File: config.mk
export PLATFORM = sky130hd
export DESIGN_NAME = delta_sleep_queue
export DESIGN_NICKNAME = d
export VERILOG_FILES = /design/src/rtl/dsq_pkg.sv /design/src/rtl/dsq_slot_ram.sv /design/src/rtl/dsq_free_map.sv /design/src/rtl/delta_sleep_queue.sv
export VERILOG_INCLUDE_DIRS = /design/src /design/src/rtl
export SDC_FILE = /design/constraint.sdc
export NUM_CORES = 1
export LEC_CHECK = 0
export BUFFER_PORTS_ARGS = -buffer_cell sky130_fd_sc_hd__buf_2
export CAP_MARGIN = 40
export CORE_MARGIN = 2
export CORE_UTILIZATION = 45
export DETAILED_ROUTE_END_ITERATION = 12
export PLACE_DENSITY = 0.58
export SLEW_MARGIN = 10
export SYNTH_ARGS = -nofsm -noshare
export SYNTH_HDL_FRONTEND = slang
export SYNTH_SLANG_ARGS = --single-unit
File: constraint.sdc
create_clock -name clk -period 10.18 [get_ports clk]
set_input_delay 0.509 -clock clk [delete_from_list [all_inputs] [get_ports clk]]
set_output_delay 0.509 -clock clk [all_outputs]
set_load 0.005 [all_outputs]
File: src/rtl/assert_macros.svh
// Assertion macros shared by the delta sleep queue RTL.
// Defining NO_ASSERTIONS turns every macro into an empty statement.
`ifndef ASSERT_MACROS_SVH
`define ASSERT_MACROS_SVH
`ifndef NO_ASSERTIONS
// The expression must hold at every clock edge outside reset.
`define ASSERT_ALWAYS(label, clk, rst_n, expr) \
    label: assert property (@(posedge clk) disable iff (!rst_n) (expr)) \
        else $error("assertion failed");
// The consequent must hold in the same cycle as the antecedent.
`define ASSERT_IMPL(label, clk, rst_n, ante, cons) \
    label: assert property (@(posedge clk) disable iff (!rst_n) (ante) |-> (cons)) \
        else $error("assertion failed");
`else
`define ASSERT_ALWAYS(label, clk, rst_n, expr)
`define ASSERT_IMPL(label, clk, rst_n, ante, cons)
`endif
`endif

File: src/rtl/dsq_pkg.sv
// Shared types and constants of the delta sleep queue.
// Used by every module of the block; depends on nothing.
`timescale 1ns / 1ps

package dsq_pkg;

    localparam int DEPTH_DEFAULT = 16;

    typedef enum logic [1:0] {
        OP_APPEND = 2'd0,
        OP_INSERT = 2'd1,
        OP_POP    = 2'd2,
        OP_REMOVE = 2'd3
    } op_t;

    typedef enum logic [1:0] {
        STAT_OK        = 2'd0,
        STAT_EMPTY     = 2'd1,
        STAT_FULL      = 2'd2,
        STAT_NOT_FOUND = 2'd3
    } stat_t;

    typedef struct packed {
        op_t         opcode;
        logic [7:0]  task_id;
        logic [15:0] delay;
    } req_t;

    typedef struct packed {
        stat_t       status;
        logic [7:0]  out_task;
        logic [15:0] out_delta;
    } rsp_t;

    typedef enum logic [3:0] {
        S_IDLE,
        S_POP_RD,
        S_POP_CHK,
        S_WALK_RD,
        S_WALK_CHK,
        S_FIX,
        S_NEW,
        S_LINK,
        S_DONE
    } state_t;

    // How a freshly written entry is hooked into the chain.
    typedef enum logic [1:0] {
        LK_NONE,
        LK_TAIL,
        LK_HEAD,
        LK_PREV
    } lk_t;

    // Field write enables of the slot memory.
    typedef struct packed {
        logic tid_en;
        logic delta_en;
        logic next_en;
    } ram_we_t;

    // Slot pool requests.
    typedef struct packed {
        logic take;
        logic give;
    } fm_ctrl_t;

endpackage

File: src/rtl/dsq_slot_ram.sv
// Slot memory of the delta sleep queue: task id, delta and link per slot.
// One write port with field enables, one registered read port. Uses dsq_pkg.
`timescale 1ns / 1ps

module dsq_slot_ram #(
    parameter int DEPTH = dsq_pkg::DEPTH_DEFAULT,
    parameter int AW    = $clog2(DEPTH)
) (
    input  logic             clk,
    input  dsq_pkg::ram_we_t we,
    input  logic [AW-1:0]    wr_addr,
    input  logic [7:0]       wr_tid,
    input  logic [15:0]      wr_delta,
    input  logic [AW-1:0]    wr_next,
    input  logic             rd_en,
    input  logic [AW-1:0]    rd_addr,
    output logic [7:0]       rd_tid,
    output logic [15:0]      rd_delta,
    output logic [AW-1:0]    rd_next
);

    logic [7:0]    tid_mem   [DEPTH];
    logic [15:0]   delta_mem [DEPTH];
    logic [AW-1:0] link_mem  [DEPTH];

    always_ff @(posedge clk)
    begin
        if (we.tid_en)
        begin
            tid_mem[wr_addr] <= wr_tid;
        end
        if (we.delta_en)
        begin
            delta_mem[wr_addr] <= wr_delta;
        end
        if (we.next_en)
        begin
            link_mem[wr_addr] <= wr_next;
        end
    end

    always_ff @(posedge clk)
    begin
        if (rd_en)
        begin
            rd_tid   <= tid_mem[rd_addr];
            rd_delta <= delta_mem[rd_addr];
            rd_next  <= link_mem[rd_addr];
        end
    end

endmodule

File: src/rtl/dsq_free_map.sv
// Free slot map of the delta sleep queue with a registered lowest-free finder.
// Uses dsq_pkg and assert_macros.svh.
`timescale 1ns / 1ps
`include "assert_macros.svh"

module dsq_free_map #(
    parameter int DEPTH = dsq_pkg::DEPTH_DEFAULT,
    parameter int AW    = $clog2(DEPTH)
) (
    input  logic              clk,
    input  logic              rst_n,
    input  dsq_pkg::fm_ctrl_t ctrl,
    input  logic [AW-1:0]     rel_idx,
    output logic [AW-1:0]     alloc_idx,
    output logic [DEPTH-1:0]  free_mask
);

    logic [DEPTH-1:0] free_mask_reg;
    logic [DEPTH-1:0] free_mask_next;
    logic [AW-1:0]    low_reg;
    logic [AW-1:0]    low_next;

    always_comb
    begin
        free_mask_next = free_mask_reg;
        if (ctrl.take)
        begin
            free_mask_next[low_reg] = 1'b0;
        end
        if (ctrl.give)
        begin
            free_mask_next[rel_idx] = 1'b1;
        end
    end

    // The lowest free slot is found from the current map and registered, so
    // the index follows a map change in the cycle after it.
    always_comb
    begin
        low_next = '0;
        for (int i = DEPTH - 1; i >= 0; i--)
        begin
            if (free_mask_reg[i])
            begin
                low_next = AW'(i);
            end
        end
    end

    always_ff @(posedge clk or negedge rst_n)
    begin
        if (!rst_n)
        begin
            free_mask_reg <= '1;
            low_reg       <= '0;
        end
        else
        begin
            free_mask_reg <= free_mask_next;
            low_reg       <= low_next;
        end
    end

    assign alloc_idx = low_reg;
    assign free_mask = free_mask_reg;

    `ASSERT_IMPL(a_take_free, clk, rst_n, ctrl.take, free_mask_reg[low_reg])
    `ASSERT_IMPL(a_give_busy, clk, rst_n, ctrl.give, !free_mask_reg[rel_idx])
    `ASSERT_ALWAYS(a_take_give_excl, clk, rst_n, !(ctrl.take && ctrl.give))

endmodule

File: src/rtl/delta_sleep_queue.sv
// Top level of the delta sleep queue: request sequencer, list pointers and
// result register. Uses dsq_pkg, dsq_slot_ram, dsq_free_map, assert_macros.svh.
`timescale 1ns / 1ps
`include "assert_macros.svh"

// The block keeps a timer delta list of up to DEPTH entries in a slot memory
// with a registered read. One request is worked on at a time. An append or a
// sorted insert into an empty list writes just the new entry; an append to a
// non-empty list also writes the old tail's link, and a pop reads the head
// entry and then unlinks it. A sorted insert and a remove by id walk the
// chain from the head, one linked entry per cycle through the single memory
// read port. A sorted insert that lands at the head rewrites the old head's
// delta and then writes the new entry; one that lands at the tail writes the
// new entry and then the old tail's link; one that lands behind an existing
// entry rewrites the next entry's delta, writes the new entry and then links
// it from the entry before. A pop or a remove on an empty list and an insert
// into a full table go straight to the result with no memory access. A new
// request is taken while an earlier result still waits on a stalled output;
// the sequencer only holds its own next result until the output register
// frees. Slot contents are not cleared at reset, so the block is ready right
// after reset; new entries take the lowest-numbered free slot.
module delta_sleep_queue #(
    parameter int DEPTH = dsq_pkg::DEPTH_DEFAULT
) (
    input  logic          clk,
    input  logic          rst_n,
    input  logic          req_valid,
    output logic          req_stall,
    input  dsq_pkg::req_t req,
    output logic          rsp_valid,
    input  logic          rsp_stall,
    output dsq_pkg::rsp_t rsp
);

    localparam int AW = $clog2(DEPTH);
    localparam int CW = $clog2(DEPTH + 1);

    dsq_pkg::state_t state_reg, state_next;
    dsq_pkg::op_t    op_reg, op_next;
    dsq_pkg::lk_t    link_reg, link_next;
    dsq_pkg::rsp_t   res_reg, res_next;
    dsq_pkg::rsp_t   rsp_reg, rsp_next;
    logic            rsp_valid_reg, rsp_valid_next;
    logic [7:0]      tid_reg, tid_next;
    logic [15:0]     rem_reg, rem_next;
    logic [15:0]     fix_reg, fix_next;
    logic [AW-1:0]   cur_reg, cur_next;
    logic [AW-1:0]   prev_reg, prev_next;
    logic [AW-1:0]   n_reg, n_next;
    logic [AW-1:0]   head_reg, head_next;
    logic [AW-1:0]   tail_reg, tail_next;
    logic            have_prev_reg, have_prev_next;
    logic [CW-1:0]   k_reg, k_next;
    logic [CW-1:0]   count_reg, count_next;

    // Memory and pool interface.
    dsq_pkg::ram_we_t  ram_we;
    logic [AW-1:0]     wr_addr;
    logic [7:0]        wr_tid;
    logic [15:0]       wr_delta;
    logic [AW-1:0]     wr_next;
    logic              rd_en;
    logic [AW-1:0]     rd_addr;
    logic [7:0]        rd_tid;
    logic [15:0]       rd_delta;
    logic [AW-1:0]     rd_next;
    dsq_pkg::fm_ctrl_t fm_ctrl;
    logic [AW-1:0]     rel_idx;
    logic [AW-1:0]     alloc_idx;
    logic [DEPTH-1:0]  free_mask;

    logic              accept;
    logic              is_full;
    logic              is_empty;
    logic [CW-1:0]     k_inc;
    logic              walk_last;
    logic              delta_lt;
    logic              id_match;
    logic              rsp_free;

    // The sequencer never reads the memory in a cycle in which it writes, and
    // every walk starts after the previous request's writes have landed, so no
    // forwarding path is needed.
    dsq_slot_ram #(
        .DEPTH (DEPTH),
        .AW    (AW)
    ) u_ram (
        .clk      (clk),
        .we       (ram_we),
        .wr_addr  (wr_addr),
        .wr_tid   (wr_tid),
        .wr_delta (wr_delta),
        .wr_next  (wr_next),
        .rd_en    (rd_en),
        .rd_addr  (rd_addr),
        .rd_tid   (rd_tid),
        .rd_delta (rd_delta),
        .rd_next  (rd_next)
    );

    dsq_free_map #(
        .DEPTH (DEPTH),
        .AW    (AW)
    ) u_free (
        .clk       (clk),
        .rst_n     (rst_n),
        .ctrl      (fm_ctrl),
        .rel_idx   (rel_idx),
        .alloc_idx (alloc_idx),
        .free_mask (free_mask)
    );

    assign req_stall = (state_reg != dsq_pkg::S_IDLE);
    assign accept    = req_valid && !req_stall;
    assign is_full   = (count_reg == CW'(DEPTH));
    assign is_empty  = (count_reg == '0);
    assign k_inc     = k_reg + CW'(1);
    assign walk_last = (k_inc == count_reg);
    assign delta_lt  = (rd_delta < rem_reg);
    assign id_match  = (rd_tid == tid_reg);
    // The output register can take a result when it is empty or draining.
    assign rsp_free  = !rsp_valid_reg || !rsp_stall;

    // Next state.
    always_comb
    begin
        state_next = state_reg;
        unique case (state_reg)
            dsq_pkg::S_IDLE:
            begin
                if (accept)
                begin
                    unique case (req.opcode)
                        dsq_pkg::OP_APPEND:
                        begin
                            state_next = is_full ? dsq_pkg::S_DONE : dsq_pkg::S_NEW;
                        end
                        dsq_pkg::OP_INSERT:
                        begin
                            if (is_full)
                            begin
                                state_next = dsq_pkg::S_DONE;
                            end
                            else if (is_empty)
                            begin
                                state_next = dsq_pkg::S_NEW;
                            end
                            else
                            begin
                                state_next = dsq_pkg::S_WALK_RD;
                            end
                        end
                        dsq_pkg::OP_POP:
                        begin
                            state_next = is_empty ? dsq_pkg::S_DONE : dsq_pkg::S_POP_RD;
                        end
                        dsq_pkg::OP_REMOVE:
                        begin
                            state_next = is_empty ? dsq_pkg::S_DONE : dsq_pkg::S_WALK_RD;
                        end
                        default:
                        begin
                            state_next = dsq_pkg::S_DONE;
                        end
                    endcase
                end
            end
            dsq_pkg::S_POP_RD:
            begin
                state_next = dsq_pkg::S_POP_CHK;
            end
            dsq_pkg::S_POP_CHK:
            begin
                state_next = dsq_pkg::S_DONE;
            end
            dsq_pkg::S_WALK_RD:
            begin
                state_next = dsq_pkg::S_WALK_CHK;
            end
            dsq_pkg::S_WALK_CHK:
            begin
                if (op_reg == dsq_pkg::OP_INSERT)
                begin
                    if (!delta_lt)
                    begin
                        state_next = dsq_pkg::S_FIX;
                    end
                    else if (walk_last)
                    begin
                        state_next = dsq_pkg::S_NEW;
                    end
                end
                else if (id_match || walk_last)
                begin
                    state_next = dsq_pkg::S_DONE;
                end
            end
            dsq_pkg::S_FIX:
            begin
                state_next = dsq_pkg::S_NEW;
            end
            dsq_pkg::S_NEW:
            begin
                if (link_reg == dsq_pkg::LK_TAIL || link_reg == dsq_pkg::LK_PREV)
                begin
                    state_next = dsq_pkg::S_LINK;
                end
                else
                begin
                    state_next = dsq_pkg::S_DONE;
                end
            end
            dsq_pkg::S_LINK:
            begin
                state_next = dsq_pkg::S_DONE;
            end
            dsq_pkg::S_DONE:
            begin
                if (rsp_free)
                begin
                    state_next = dsq_pkg::S_IDLE;
                end
            end
            default:
            begin
                state_next = dsq_pkg::S_IDLE;
            end
        endcase
    end

    // Datapath, memory and pool controls.
    always_comb
    begin
        op_next        = op_reg;
        link_next      = link_reg;
        res_next       = res_reg;
        tid_next       = tid_reg;
        rem_next       = rem_reg;
        fix_next       = fix_reg;
        cur_next       = cur_reg;
        prev_next      = prev_reg;
        n_next         = n_reg;
        head_next      = head_reg;
        tail_next      = tail_reg;
        have_prev_next = have_prev_reg;
        k_next         = k_reg;
        count_next     = count_reg;
        ram_we         = '0;
        wr_addr        = cur_reg;
        wr_tid         = tid_reg;
        wr_delta       = rem_reg;
        wr_next        = '0;
        rd_en          = 1'b0;
        rd_addr        = head_reg;
        fm_ctrl        = '0;
        rel_idx        = cur_reg;
        rsp_valid_next = rsp_valid_reg && rsp_stall;
        rsp_next       = rsp_reg;

        unique case (state_reg)
            dsq_pkg::S_IDLE:
            begin
                if (accept)
                begin
                    op_next        = req.opcode;
                    tid_next       = req.task_id;
                    rem_next       = req.delay;
                    have_prev_next = 1'b0;
                    k_next         = '0;
                    res_next       = '{status: dsq_pkg::STAT_OK, out_task: 8'd0,
                                       out_delta: 16'd0};
                    link_next      = is_empty ? dsq_pkg::LK_NONE : dsq_pkg::LK_TAIL;
                    unique case (req.opcode)
                        dsq_pkg::OP_APPEND,
                        dsq_pkg::OP_INSERT:
                        begin
                            if (is_full)
                            begin
                                res_next.status = dsq_pkg::STAT_FULL;
                            end
                        end
                        dsq_pkg::OP_POP:
                        begin
                            if (is_empty)
                            begin
                                res_next.status = dsq_pkg::STAT_EMPTY;
                            end
                        end
                        dsq_pkg::OP_REMOVE:
                        begin
                            if (is_empty)
                            begin
                                res_next.status = dsq_pkg::STAT_NOT_FOUND;
                            end
                        end
                        default:
                        begin
                            res_next.status = dsq_pkg::STAT_OK;
                        end
                    endcase
                end
            end
            dsq_pkg::S_POP_RD,
            dsq_pkg::S_WALK_RD:
            begin
                rd_en    = 1'b1;
                rd_addr  = head_reg;
                cur_next = head_reg;
            end
            dsq_pkg::S_POP_CHK:
            begin
                res_next   = '{status: dsq_pkg::STAT_OK, out_task: rd_tid,
                               out_delta: rd_delta};
                fm_ctrl.give = 1'b1;
                rel_idx    = cur_reg;
                count_next = count_reg - CW'(1);
                if (count_reg == CW'(1))
                begin
                    head_next = '0;
                    tail_next = '0;
                end
                else
                begin
                    head_next = rd_next;
                end
            end
            dsq_pkg::S_WALK_CHK:
            begin
                if (op_reg == dsq_pkg::OP_INSERT)
                begin
                    if (delta_lt)
                    begin
                        // Skip this entry: consume its delta and step on.
                        rem_next       = rem_reg - rd_delta;
                        prev_next      = cur_reg;
                        have_prev_next = 1'b1;
                        cur_next       = rd_next;
                        k_next         = k_inc;
                        if (walk_last)
                        begin
                            link_next = dsq_pkg::LK_TAIL;
                        end
                        else
                        begin
                            rd_en   = 1'b1;
                            rd_addr = rd_next;
                        end
                    end
                    else
                    begin
                        // Insert ahead of this entry, which keeps what is left.
                        fix_next  = rd_delta - rem_reg;
                        link_next = have_prev_reg ? dsq_pkg::LK_PREV : dsq_pkg::LK_HEAD;
                    end
                end
                else if (id_match)
                begin
                    // Unlink; the delta of the removed entry is dropped.
                    if (have_prev_reg)
                    begin
                        ram_we.next_en = 1'b1;
                        wr_addr        = prev_reg;
                        wr_next        = rd_next;
                    end
                    else
                    begin
                        head_next = rd_next;
                    end
                    if (tail_reg == cur_reg)
                    begin
                        tail_next = have_prev_reg ? prev_reg : '0;
                    end
                    fm_ctrl.give = 1'b1;
                    rel_idx    = cur_reg;
                    count_next = count_reg - CW'(1);
                    if (count_reg == CW'(1))
                    begin
                        head_next = '0;
                        tail_next = '0;
                    end
                end
                else
                begin
                    prev_next      = cur_reg;
                    have_prev_next = 1'b1;
                    cur_next       = rd_next;
                    k_next         = k_inc;
                    if (walk_last)
                    begin
                        res_next.status = dsq_pkg::STAT_NOT_FOUND;
                    end
                    else
                    begin
                        rd_en   = 1'b1;
                        rd_addr = rd_next;
                    end
                end
            end
            dsq_pkg::S_FIX:
            begin
                ram_we.delta_en = 1'b1;
                wr_addr         = cur_reg;
                wr_delta        = fix_reg;
            end
            dsq_pkg::S_NEW:
            begin
                ram_we       = '{tid_en: 1'b1, delta_en: 1'b1, next_en: 1'b1};
                wr_addr      = alloc_idx;
                wr_tid       = tid_reg;
                wr_delta     = rem_reg;
                wr_next      = (link_reg == dsq_pkg::LK_HEAD ||
                                link_reg == dsq_pkg::LK_PREV) ? cur_reg : '0;
                fm_ctrl.take = 1'b1;
                n_next       = alloc_idx;
                count_next   = count_reg + CW'(1);
                unique case (link_reg)
                    dsq_pkg::LK_NONE:
                    begin
                        head_next = alloc_idx;
                        tail_next = alloc_idx;
                    end
                    dsq_pkg::LK_HEAD:
                    begin
                        head_next = alloc_idx;
                    end
                    dsq_pkg::LK_TAIL,
                    dsq_pkg::LK_PREV:
                    begin
                        head_next = head_reg;
                    end
                    default:
                    begin
                        head_next = head_reg;
                    end
                endcase
            end
            dsq_pkg::S_LINK:
            begin
                ram_we.next_en = 1'b1;
                wr_next        = n_reg;
                if (link_reg == dsq_pkg::LK_TAIL)
                begin
                    wr_addr   = tail_reg;
                    tail_next = n_reg;
                end
                else
                begin
                    wr_addr = prev_reg;
                end
            end
            dsq_pkg::S_DONE:
            begin
                if (rsp_free)
                begin
                    rsp_valid_next = 1'b1;
                    rsp_next       = res_reg;
                end
            end
            default:
            begin
                rsp_next = rsp_reg;
            end
        endcase
    end

    always_ff @(posedge clk or negedge rst_n)
    begin
        if (!rst_n)
        begin
            state_reg     <= dsq_pkg::S_IDLE;
            rsp_valid_reg <= 1'b0;
            head_reg      <= '0;
            tail_reg      <= '0;
            count_reg     <= '0;
        end
        else
        begin
            state_reg     <= state_next;
            rsp_valid_reg <= rsp_valid_next;
            head_reg      <= head_next;
            tail_reg      <= tail_next;
            count_reg     <= count_next;
        end
    end

    // Working registers of the current request; they need no reset.
    always_ff @(posedge clk)
    begin
        op_reg        <= op_next;
        link_reg      <= link_next;
        res_reg       <= res_next;
        rsp_reg       <= rsp_next;
        tid_reg       <= tid_next;
        rem_reg       <= rem_next;
        fix_reg       <= fix_next;
        cur_reg       <= cur_next;
        prev_reg      <= prev_next;
        n_reg         <= n_next;
        have_prev_reg <= have_prev_next;
        k_reg         <= k_next;
    end

    assign rsp_valid = rsp_valid_reg;
    assign rsp       = rsp_reg;

    `ASSERT_ALWAYS(a_count_range, clk, rst_n, count_reg <= CW'(DEPTH))
    `ASSERT_IMPL(a_empty_ptrs, clk, rst_n, count_reg == '0,
                 head_reg == '0 && tail_reg == '0)
    `ASSERT_IMPL(a_pool_balance, clk, rst_n, state_reg == dsq_pkg::S_IDLE,
                 $countones(free_mask) + int'(count_reg) == DEPTH)
    `ASSERT_IMPL(a_rsp_from_done, clk, rst_n, $rose(rsp_valid_reg),
                 $past(state_reg == dsq_pkg::S_DONE))

endmodule
==> run_results.csv <==
group,metric,value,unit
run_status,status,"finished clean",
placement,hpwl,39500,µm
finish,max_flop_register,"u_ram.delta_mem",
finish,final_cell_mix,"edfxtp_1, mux2i_1, o22ai_1",
global_route,grt_busiest_layer,"met2",
pwr,leakage,11.3,nW
worst_setup_path,cp-end-kind,"flip-flop",
timing,clock_skew,0.0238,ns
clock_tree,cts_root_buffer,"clkbuf_16",
finish,largestRegisters,"u_ram.delta_mem (256), u_ram.tid_mem (128), u_ram.link_mem (64)",
global_route,grt_pass1_wl,95300,µm
worst_setup_path,cp.required,10.50,ns
clock_tree,path_clk_slew,0.06,ns
die,dieWidth,247,µm
finish,drive_gt1_frac,0.143,
placement,numPortBuffers,57,
timing,drv_slew,0,
clock_tree,clock_latency,0.60,ns
synth,syn_area_per_cell,14.9,µm²
clock_tree,cts_tree,"built",
global_route,grt.total_usage,0.210,
worst_setup_path,crit_fanout,136,
placement,gp_congestion,0.828,
timing,finalSetupTns,0,ns
global_route,grt_max_degree,137,
timing,rsz0062_at_grt,"false",
route,first_pass_iters,6,
finish,final_common_cell,"edfxtp_1",
global_route,grtUsageMet1,0.304,
worst_setup_path,slowest_stage,"dfrtp_1",
clock_tree,cts.path.max_buffers,3,
die,die-height,247,µm
worst_setup_path,crit_path_max_incr_delay,0.96,ns
synth,yosys_warnings,0,
die,initial_core_util,0.453,
synth,syn_area,26600,µm²
clock_tree,cts-htree-levels,3,
route,routed_via_density,5.73,
route,wl_per_cell,23.6,µm
timing,setup_violations,0,
synth,ys_seq_area_frac,0.701,
synth,yosys_register_bits,628,
timing,max_freq,185,MHz
worst_setup_path,critPathKind,"flip-flop to flip-flop",
die,design.die.area,61200,µm²
pwr,vdd_drop_max,295,µV
global_route,antenna_found_initial,1,
timing,worst_pin_slew,1.01,ns
worst_setup_path,critPathLaunchType,"flip-flop",
timing,min_period,5.41,ns
synth,synthCells,1786,
worst_setup_path,crit_buf_inv,3,
worst_setup_path,cpMostUsedCell,"buf_12",
route,drt_iter0_drc,1517,
finish,largest_register_ff_count,256,
route,route.antenna.remaining_nets,0,
global_route,grt_use_met3,0.0403,
finish,post-route-util,0.514,
die,pin_count,58,
die,coreArea,58800,µm²
finish,area_growth,13.4,%
global_route,grt_pass1_vias,15100,
synth,syn_nets,1853,
clock_tree,clkSinkCount,628,
synth,async_reset_ff_frac,0.0605,
timing,relSlewSlack,0.324,
worst_setup_path,critPathTopFamily,"buffers and inverters",
synth,synth_flop_cell,"edfxtp_1",
timing,fin_ws,4.77,ns
route,drt-total-wl,63900,µm
worst_setup_path,path_cells,"nor2b_1 -> nand2_2 -> buf_12 -> nor2_1 -> o21ai_2 -> mux2i_4 -> buf_12 -> buf_4 -> mux2i_1 -> o22ai_1 -> or4_1",
placement,place_ws,4.81,ns
synth,synth_edf_count,590,
worst_setup_path,worstPathArrival,5.73,ns
global_route,grt.overflow.total,0,
clock_tree,numCtsBuffers,67,
die,rows,89,
timing,hold_viol_final,0,
route,via_count,15500,
timing,finalCritPeriodShare,0.531,
pwr,power_density,299,nW/µm²
min_path,hold_path.class,"input port to flip-flop",
finish,final.fill_count,4826,
synth,synthDistinctLibCells,71,
finish,nNetsFinal,1948,
global_route,gr-usage-met2,0.324,
finish,diodes,0,
flow_run,cap_violations,0,
route,drc,0,
-- cells in the mapped netlist, types with 8 or more instances --
cell / number / share of area
nand2_1: 89 / 0.013
o21ai_0: 85 / 0.016
a222oi_1: 8 / 0.0030
nand2b_1: 15 / 0.0035
and2_1: 15 / 0.0035
xnor2_1: 21 / 0.0069
dfrtp_1: 22 / 0.021
o22ai_1: 118 / 0.028
xor2_1: 25 / 0.0082
nor3_1: 29 / 0.0054
ha_1: 35 / 0.016
or2_2: 8 / 0.0019
nor4_1: 23 / 0.0054
or4_1: 30 / 0.0085
mux2i_1: 227 / 0.085
nor2_1: 95 / 0.013
edfxtp_1: 590 / 0.67
nor2b_1: 10 / 0.0023
clkbuf_1: 41 / 0.0058
buf_2: 35 / 0.0066
dfstp_2: 16 / 0.016
a221oi_1: 8 / 0.0026
inv_1: 61 / 0.0086
nand3_1: 9 / 0.0017
a21o_1: 17 / 0.0048
a21oi_1: 41 / 0.0077
-- cell families (layout without fill, tap and decap cells) --
family	after synthesis	in the layout	share of synthesized area
compound gates	335	335	0.0842
xor+xnor	47	47	0.0160
fa+ha+maj	37	37	0.0179
buf+inv	156	303	0.0263
flops	628	628	0.701
mux	227	227	0.0853
simple gates	356	356	0.0688
-- cell type report --
class                   instances  area (µm²)  share of cell area
multi-input cells            1002        7350               0.243
well taps                     773         967              0.0320
inverters                      63         236             0.00783
clock buffers                  86        1790              0.0593
clock inverters                35         389              0.0129
repair buffers                119         788              0.0261
flip-flops and latches        628       18700               0.619
-- metrics by stage --
| step | total power, mW | cells | hold WS (ns) | cell area (µm²) |
|---|---|---|---|---|
| after floorplan | 5.72 | 1786 | 0.213 | 26600 |
| after global placement | 6.58 | 2576 | 0.401 | 27900 |
| after detailed placement | 6.63 | 2584 | 0.406 | 28000 |
| after CTS | 9.06 | 2706 | 0.0522 | 30200 |
| after global routing | 9.47 | 2706 | 0.0592 | 30200 |
| final | 9.02 | 2706 | 0.0787 | 30200 |
-- routing by layer --
metal	part of all wire	vias up	wire, µm
li1	-	7111	-
met1	0.46	7810	29200
met2	0.46	504	29400
met3	0.066	74	4220
met4	0.016	0	1040
met5	0	-	0
-- where the power goes --
| part | internal (mW) | total, mW | leakage [nW] | switching, mW |
|---|---|---|---|---|
| sequential | 3.42 | 3.77 | 5.80 | 0.345 |
| combinational | 1.08 | 2.84 | 4.40 | 1.76 |
| clock | 1.43 | 2.42 | 1.06 | 0.987 |
-- final timing paths --
path / start / endpoint / slack, ns / cells past startpoint
setup / recovery: state_reg[2] / u_ram.rd_delta[0] / 4.77 / 11
hold / removal: req[17] / tid_reg[1] / 0.08 / 1
setup reg to reg: state_reg[2] / u_ram.rd_delta[0] / 4.77 / 11
hold reg to reg: res_reg[7] / rsp[7] / 0.41 / 0
max in group asynchronous: rst_n / u_free.free_mask[15] / 9.30 / 3
min in group asynchronous: rst_n / u_free.alloc_idx[2] / 0.35 / 2
-- what timing repair did --
action / 4_1_cts / 5_1_grt
hold buffers: 1 / 0
resized for setup: 0 / 0
endpoints found under the hold margin: 2 / 0
setup buffers: 0 / 0
(Power assumes the default switching activity.)
